[src/f32l_pkg.sv]
// Package for the FAT32 file loader: item and result types, result kinds
// and the fixed FAT32 constants. Used by the front, back, top and testbench.
`timescale 1ns / 1ps
package f32l_pkg;

   localparam int SECTOR_WORDS    = 128;
   localparam int CLUSTER_SECTORS = 8;
   localparam int WORD_BITS       = $clog2(SECTOR_WORDS);
   localparam int SIC_BITS        = $clog2(CLUSTER_SECTORS);

   localparam logic [31:0] END_OF_CHAIN   = 32'h0FFF_FFF8;
   localparam logic [31:0] FAT_ENTRY_MASK = 32'h0FFF_FFFF;
   localparam logic [31:0] SIZE_LIMIT     = 32'h0100_0000;
   localparam logic [15:0] SECTOR_BYTES   = 16'(SECTOR_WORDS * 4);
   localparam logic [7:0]  CLUSTER_SECTS  = 8'(CLUSTER_SECTORS);

   localparam logic [2:0] K_REQUEST      = 3'd0;
   localparam logic [2:0] K_DATA         = 3'd1;
   localparam logic [2:0] K_DONE         = 3'd2;
   localparam logic [2:0] K_NOT_FOUND    = 3'd3;
   localparam logic [2:0] K_BAD_GEOMETRY = 3'd4;
   localparam logic [2:0] K_TOO_LARGE    = 3'd5;

   localparam logic CSR_NAME_FIRST = 1'b0;
   localparam logic CSR_NAME_LAST  = 1'b1;

   typedef struct packed {
      logic        is_start;
      logic [31:0] word;
   } item_type;

   typedef struct packed {
      logic [2:0]  kind;
      logic [31:0] value;
      logic        last;
   } res_type;

   typedef struct packed {
      logic       lookup;
      logic [2:0] out_count;
   } back_stat_type;

   // Sector of a cluster: (cluster - 2) * 8 + data_start + sector in cluster.
   function automatic logic [31:0] cluster_sector(input logic [31:0] cluster,
                                                  input logic [SIC_BITS-1:0] sic,
                                                  input logic [31:0] data_start);
      logic [31:0] cm2;
      cm2 = cluster - 32'd2;
      return {cm2[31-SIC_BITS:0], sic} + data_start;
   endfunction

endpackage

[src/f32l_if.sv]
// Channel interfaces of the FAT32 file loader: request items in, results out.
// Depends on nothing.
`timescale 1ns / 1ps
interface f32l_req_if;
   logic        valid;
   logic        ready;
   logic        func;
   logic [31:0] sector_word;
   modport source (output valid, output func, output sector_word, input ready);
   modport sink   (input valid, input func, input sector_word, output ready);
endinterface


[src/f32l_front.sv]
// Front end of the FAT32 file loader: accepts request items into a short
// queue and classifies each as a start or a sector word. Uses f32l_pkg.
`timescale 1ns / 1ps
module f32l_front #(
   parameter int DEPTH = 2
) (
   input  logic                     clock,
   input  logic                     reset,
   f32l_req_if.sink                 req,
   output logic                     out_valid,
   output f32l_pkg::item_type       out_item,
   input  logic                     pop,
   output logic [$clog2(DEPTH+1)-1:0] count
);
   localparam int PW = (DEPTH > 1) ? $clog2(DEPTH) : 1;
   localparam int CW = $clog2(DEPTH + 1);

   f32l_pkg::item_type q_ff [DEPTH];
   logic [PW-1:0] rp_ff, rp_in, wp_ff, wp_in;
   logic [CW-1:0] cnt_ff, cnt_in;
   logic push, take;

   assign req.ready = (cnt_ff != CW'(DEPTH));
   assign push      = req.valid && req.ready;
   assign out_valid = (cnt_ff != '0);
   assign out_item  = q_ff[rp_ff];
   assign take      = pop && out_valid;
   assign count     = cnt_ff;

   always_comb begin
      rp_in  = rp_ff;
      wp_in  = wp_ff;
      cnt_in = cnt_ff;
      if (push) begin
         wp_in = (wp_ff == PW'(DEPTH - 1)) ? '0 : wp_ff + 1'b1;
      end
      if (take) begin
         rp_in = (rp_ff == PW'(DEPTH - 1)) ? '0 : rp_ff + 1'b1;
      end
      if (push && !take) begin
         cnt_in = cnt_ff + 1'b1;
      end else if (take && !push) begin
         cnt_in = cnt_ff - 1'b1;
      end
   end

   always_ff @(posedge clock) begin
      if (reset) begin
         rp_ff  <= '0;
         wp_ff  <= '0;
         cnt_ff <= '0;
      end else begin
         rp_ff  <= rp_in;
         wp_ff  <= wp_in;
         cnt_ff <= cnt_in;
      end
      if (push) begin
         q_ff[wp_ff].is_start <= ~req.func;
         q_ff[wp_ff].word     <= req.sector_word;
      end
   end
endmodule

[src/flat_wrapper.sv]
// flat-port wrapper written by rule: the top's interface ports become plain ports
module f32l_front_flat 
#(
   parameter int DEPTH = 2
)
  (clock, reset, out_valid, out_item, pop, count, req_valid, req_func, req_sector_word, req_ready);
  f32l_req_if req_i ();
  input  logic clock;
  input  logic reset;
  output logic out_valid;
  output f32l_pkg::item_type out_item;
  input  logic pop;
  output logic [$clog2(DEPTH+1)-1:0] count;
  input wire logic [$bits(req_i.valid)-1:0] req_valid;
  input wire logic [$bits(req_i.func)-1:0] req_func;
  input wire logic [$bits(req_i.sector_word)-1:0] req_sector_word;
  output wire logic [$bits(req_i.ready)-1:0] req_ready;
  assign req_i.valid = req_valid;
  assign req_i.func = req_func;
  assign req_i.sector_word = req_sector_word;
  assign req_ready = req_i.ready;
  f32l_front #(.DEPTH(DEPTH)) u_core (.clock(clock), .reset(reset), .req(req_i), .out_valid(out_valid), .out_item(out_item), .pop(pop), .count(count));
endmodule
[config.mk]
export PLATFORM = sky130hd
export DESIGN_NAME = f32l_front_flat
export DESIGN_NICKNAME = d
export VERILOG_FILES = /design/src/f32l_pkg.sv /design/src/f32l_if.sv /design/src/f32l_front.sv /design/src/flat_wrapper.sv
export SDC_FILE = /design/constraint.sdc
export NUM_CORES = 1
export LEC_CHECK = 0
export BUFFER_PORTS_ARGS = -buffer_cell sky130_fd_sc_hd__buf_2
export CAP_MARGIN = 20
export CORE_UTILIZATION = 46
export CTS_CLUSTER_DIAMETER = 50
export CTS_CLUSTER_SIZE = 20
export DETAILED_ROUTE_END_ITERATION = 8
export PLACE_DENSITY = 0.72
export SKIP_LAST_GASP = 1
export SLEW_MARGIN = 20
export SYNTH_ARGS = -nofsm -noshare
export SYNTH_HDL_FRONTEND = slang
export SYNTH_SLANG_ARGS = --single-unit
[constraint.sdc]
create_clock -name clock -period 1.8 [get_ports clock]
set_input_delay 0.09 -clock clock [delete_from_list [all_inputs] [get_ports clock]]
set_output_delay 0.09 -clock clock [all_outputs]
set_load 0.01 [all_outputs]
Word-level counts from Yosys, hierarchy flattened
Memories as Yosys holds them, arrays and structs flattened. A register that Yosys moved wholly into a read port is not among the register bits.
Index checks and enable logic that the tools add are counted.
{"block": "word_totals", "rom_bits": 0, "input_bits": 37, "latch_bits": 0, "reg_bits": 4, "output_inout_bits": 37, "ramBits": 66, "mem_count": 1, "elab_cells": 26}
{"memory": "u_core.q_ff", "words": 2, "word_bits": 33, "read_ports": 1, "rd_clocked_by_memory_dff": 1, "write_ports": 1, "line_no": "f32l_front.sv:18", "rtl": "f32l_pkg::item_type q_ff [DEPTH];"}
{"block": "classes", "n_div": 0, "reduce_logical": 8, "n_lt_le_gt_ge": 0, "n_mux": 8, "n_addsub": 4, "n_eq_ne": 1, "multipliers": 0, "shift": 0, "bitwise_logic": 1}
{"operator": "$mux W1", "n": 6}
{"operator": "$logic_and A1 B1 Y1", "n": 4}
{"operator": "$mux W2", "n": 2}
{"operator": "$reduce_bool A2 Y1", "n": 2}
{"operator": "$add A1 B1 Y1 const B", "n": 2}
{"operator": "$add A2 B1 Y2 const B", "n": 1}
{"operator": "$logic_not A1 Y1", "n": 2}
{"operator": "$ne A2 B2 Y1 const B", "n": 1}
{"operator": "$sub A2 B1 Y2 const B", "n": 1}
{"operator": "$not A1 Y1", "n": 1}

Longest topological paths before layout
{"block": "logic_depth", "word_depth": 6, "depth_mapped": 6, "mapped_depth_nobuf": 6}

Least setup slack after synthesis
OpenSTA, ideal clock, no wires.
{"block": "synth_path", "kind": "flip-flop to flip-flop", "startpoint": "reg u_core.cnt_ff[0] (netlist: u_core.count[0])", "endpoint": "mem u_core.q_ff[1][0] (netlist bit), enable pin", "stages_incl_launch_ff": 3, "period_less_slack_ns": 1.969, "setup_ns": 0.393, "path_buffers": 0, "t_arrival_ns": 1.576, "setup_slack_ns": -0.169, "required_time_ns": 1.407, "path_cell_list": "dfxtp_1 -> nand2b_1 -> and3_1"}
{"block": "synth_via", "elab_chain_len": 4}
{"element": "start: declaration", "line_no": "f32l_front.sv:20", "rtl": "logic [CW-1:0] cnt_ff, cnt_in;"}
{"element": "start signal: assignment", "line_no": "f32l_front.sv:55", "rtl": "cnt_ff <= cnt_in;"}
{"element": "$ne A2 B2 Y1", "line_no": "f32l_front.sv:23", "rtl": "assign req.ready = (cnt_ff != CW'(DEPTH));"}
{"element": "via req_ready", "line_no": "flat_wrapper.sv:17", "rtl": "output wire logic [$bits(req_i.ready)-1:0] req_ready;"}
{"element": "$logic_and A1 B1 Y1", "line_no": "f32l_front.sv:24", "rtl": "assign push = req.valid && req.ready;"}
{"element": "$mux W1", "line_no": "f32l_front.sv:57", "rtl": "if (push) begin"}
{"element": "$mux W1 (not written as such)", "line_no": "f32l_front.sv:59", "rtl": "q_ff[wp_ff].word <= req.sector_word;"}
{"element": "end: declaration", "line_no": "f32l_front.sv:18"}
The timed path passes the listed nets, and every way through them passes these cells.

Worst setup path in the final report
{"block": "layout_path", "startpoint": "reg u_core.cnt_ff[0] (netlist: u_core.count[0])", "endpoint": "reg u_core.cnt_ff[1] (netlist: u_core.count[1])"}
{"block": "layout_via", "elab_chain_len": 5, "word_cells_on_any_way": 13, "cone_classes": "add/sub: 2; eq/ne: 1; mux: 2; reduce/logical: 8"}
{"element": "$ne A2 B2 Y1 *", "line_no": "f32l_front.sv:23"}
{"element": "$logic_and A1 B1 Y1 *", "line_no": "f32l_front.sv:24"}
{"element": "via u_core.push", "line_no": "f32l_front.sv:21", "rtl": "logic push, take;"}
{"element": "$logic_not A1 Y1", "line_no": "f32l_front.sv:42", "rtl": "end else if (take && !push) begin"}
{"element": "$logic_and A1 B1 Y1", "line_no": "f32l_front.sv:42"}
{"element": "$reduce_bool A2 Y1 (no source line)"}
Mark *: on every way through the listed nets, which the timed path passes. The rest lies on a longest branch. The select of a mux whose other input is x is not followed.
A chain may end at the register's enable or synchronous reset.

==> key figures <==
Floorplan
  – Die width: 77.2 um
  – Core Region: 5470 um^2
  – Die Footprint: between 5000 and 6000 um^2
  – Initial core utilization: between 40% and 50%
  – IO Count: 74
  – Chip Height: 77.2 um
  – Rows: 27

Timing
  – Setup TNS: 0 ns
  – Post-route setup slack: approximately 0.19 ns
  – Final period util: between 80% and 90%
  – Slew margin rel.: 80.4%
  – RSZ-0062 raised after global routing: false
  – Slew @ Worst Pin: 0.291 ns
  – Final setup violation count: 0
  – Post-layout min period: 1.61 ns
  – Clock skew: roughly 0.0055 ns
  – Endpoints failing hold: 0
  – Max Clk Rate: 620 MHz
  – Max-slew violations: 0

Synth
  – Number of synthesized flops with an enable pin: 66
  – Top_reg_cell synth: edfxtp_1
  – Largest family of logic cells by synthesized area: multiplexers
  – Compound-gate portion of the synthesized area: 1.15%
  – Xor/xnor share of the synthesized area: 1.01%
  – Synth Area in Simple Gates: under 10%
  – Synth area leader: edfxtp_1
  – Sequential cell area fraction in the yosys report: 80.1%
  – Unique masters post-synth: 17
  – Avg Cell Area, Syn: 20.3 um^2
  – Most frequent cells after synthesis: 66 x edfxtp_1, 33 x mux2_2, 5 x dfxtp_1, 4 x buf_2
  – Synthesis Warnings: 0
  – Synth Register Bits: 71
  – Post-synthesis instance area: about 2600 um^2
  – Synthesized Nets: 166
  – Adder-cell area share of the yosys netlist: less than 1%
  – Count leader, synth: edfxtp_1
  – Post-synth ARST share: 0%
  – Post-synthesis mux area share: 14.3%
  – Post-synthesis instance total: between 100 and 150
  – Largest cells by area after synthesis: edfxtp_1 76%, mux2_2 14%, dfxtp_1 3.8%, xor2_1 1.0%, buf_2 0.77%
  – Yosys top cell area share: 76.2%

Placed design
  – Cell Area, Placed: just over 3000 um^2
  – Dpl ws: 0.208 ns
  – Routability cong.: 0.689
  – Port buffer count: 73
  – HPWL after detailed placement: between 2000 and 3000 um

Critical path
  – CP max-delay cell: dfxtp_1
  – CP Buf/Inv Count: 0
  – Crit. End Element: register
  – RR Endpoint: u_core.count[1]
  – Critical Path Sink: u_core.count[1]
  – Reg-to-reg startpoint: u_core.count[0]
  – WP data arrival: 1.87 ns
  – Critical path type: reg -> reg
  – Setup crit start kind: register
  – Worst-path maximum fanout: 6
  – Critical path data required time: 2.06 ns
  – Worst-path cell chain: nand2b_1, and2_1, ha_1, or3_1, a21oi_1
  – Max stage delay on crit path: between 0.3 and 0.4 ns
  – Worst reg-to-reg path cell count: 5
  – WP depth: 5
  – Flop2flop setup slack: around 0.19 ns
  – Crit path max-delay family: simple AND/OR/NAND/NOR gates
  – Worst Setup SP: u_core.count[0]

Cells and area
  – Nets: 285
  – Layout cells sized above 1: about half
  – Final Cell Area: 3560 um^2
  – Syn-to-layout area delta: 37.1%
  – Post-layout util: 65.1%
  – # diodes: 0
  – Filler cells: 417

CTS
  – Clock transition at path regs: roughly 0.06 ns
  – Setup Buffers After CTS: 0
  – Cells resized by post-CTS repair: 0
  – H-tree depth: 3
  – CTS tree: yes
  – Worst skew pair latency: 0.32 ns
  – CTS sink cnt: approximately 70
  – CTS root buf: clkbuf_8
  – CTS Buffer Depth: 2
  – CTS buffer count: 9

Job
  – MaxCap Viol Count: 0

Power and ir drop
  – Pwr/cell area: 1220 nW/um^2
  – Lkg Pwr: 1.37 nW
  – Maximum vdd drop: a little over 700 uV
  – Total power: 0.00434 W

GRT
  – Initial antenna violation count: 0
  – Pin count of the biggest net entering global routing: 19
  – GRT Residual Overflow: 0
  – First-pass GRT wire length: 7390 um
  – Overall routing resource usage: between 10% and 20%
  – Number of global-route vias before repair: 1,604

Drt
  – Pre-antenna DRT Iters: 4
  – Vias: 1,513
  – DR vias/cell: 4.68
  – 1st-iter DRT viols: 50
  – Post-route DRC: 0
  – Final wirelength: around 4600 um
  – Final ANT Viol Nets: 0
  – DR WL/cell: between 10 and 15 um

Run status
  – Outcome: complete, no violations

Min path
  – Hold Crit Class: in -> reg
  – Min-delay src: req_func
==> kinds of logic after synthesis <==
group                    after synthesis
flip-flops                            71
AO/OA/AOI/OAI                          5
adder cells (fa/ha/maj)                1
multiplexers                          33
AND/OR/NAND/NOR                        9
XOR/XNOR                               3
buffers and inverters                  6
==> power by group <==
part	leakage [nW]	switching, W	internal [W]
Sequential	0.658	0.0000717	0.00207
Clock	0.0749	0.000496	0.000488
Combinational	0.637	0.000615	0.000607
==> worst register-to-register path, cell delays in order (launching register included) <==
cell,delay (ns)
dfxtp_1,0.36
nand2b_1,0.22
and2_1,0.18
ha_1,0.31
or3_1,0.35
a21oi_1,0.14
==> how the worst min path moves through the flow <==
stage / cells past startpoint / to
after floorplan: 1 / u_core.count[1]
after global placement: 1 / u_core.q_ff[1][15]
after detailed placement: 1 / u_core.q_ff[0][15]
after CTS: 2 / u_core.q_ff[0][32]
after global routing: 2 / u_core.q_ff[0][32]
final: 2 / u_core.q_ff[0][32]
==> final cells by class <==
class | count | area, um^2 | share of cell area (%)
clock buffers | 13 | 139 | 3.90
flip-flops and latches | 71 | 2080 | 58.4
inverters | 2 | 11.3 | 0.316
well taps | 72 | 90.1 | 2.53
repair buffers | 112 | 741 | 20.8
multi-input cells | 51 | 492 | 13.8
clock inverters | 2 | 8.76 | 0.246
==> sequential cells by signal (all words and copies together) (netlist names), named ones only <==
register / cells
u_core.rp_ff: 1
u_core.q_ff: 66
u_core.count: 2
u_core.wp_ff: 1
==> cells in the final DEF, fill, tap and decap left out <==
cell	instances
a21oi_1	2
or3_1	1
mux2_2	33
clkinv_1	1
dfxtp_1	5
buf_2	73
clkinv_2	1
clkbuf_8	9
nand2b_1	1
buf_4	6
clkinvlp_4	1
and2_1	1
edfxtp_1	66
nand3b_1	1
o21ai_0	2
inv_1	1
ha_1	1
and3_2	1
a21bo_2	1
nor2_1	3
or2_2	1
clkbuf_1	4
dlygate4sd3_1	33
xor2_1	3
==> per-stage QoR <==
stage          std cells  hold slack [ns]
2_1_floorplan        128            0.159
3_3_place_gp         275            0.279
3_5_place_dp         275            0.282
4_1_cts              323           0.0151
5_1_grt              323           0.0135
6_report             323           0.0348
==> repair_timing <==
item	CTS	global route
hold buffers	33	0
hold endpoints to repair	69	0
setup endpoints to repair	0	0
==> layer usage <==
| layer | up-vias | global-route usage, % | routed length (um) |
|---|---|---|---|
| li1 | 732 | - | - |
| met3 | 9 | 4.64 | 149 |
| met2 | 39 | 29.4 | 2470 |
| met5 | - | 0 | 0 |
| met4 | 0 | 11.3 | 95 |
| met1 | 733 | 18.9 | 1900 |
Power figures use the tool's default switching activity.
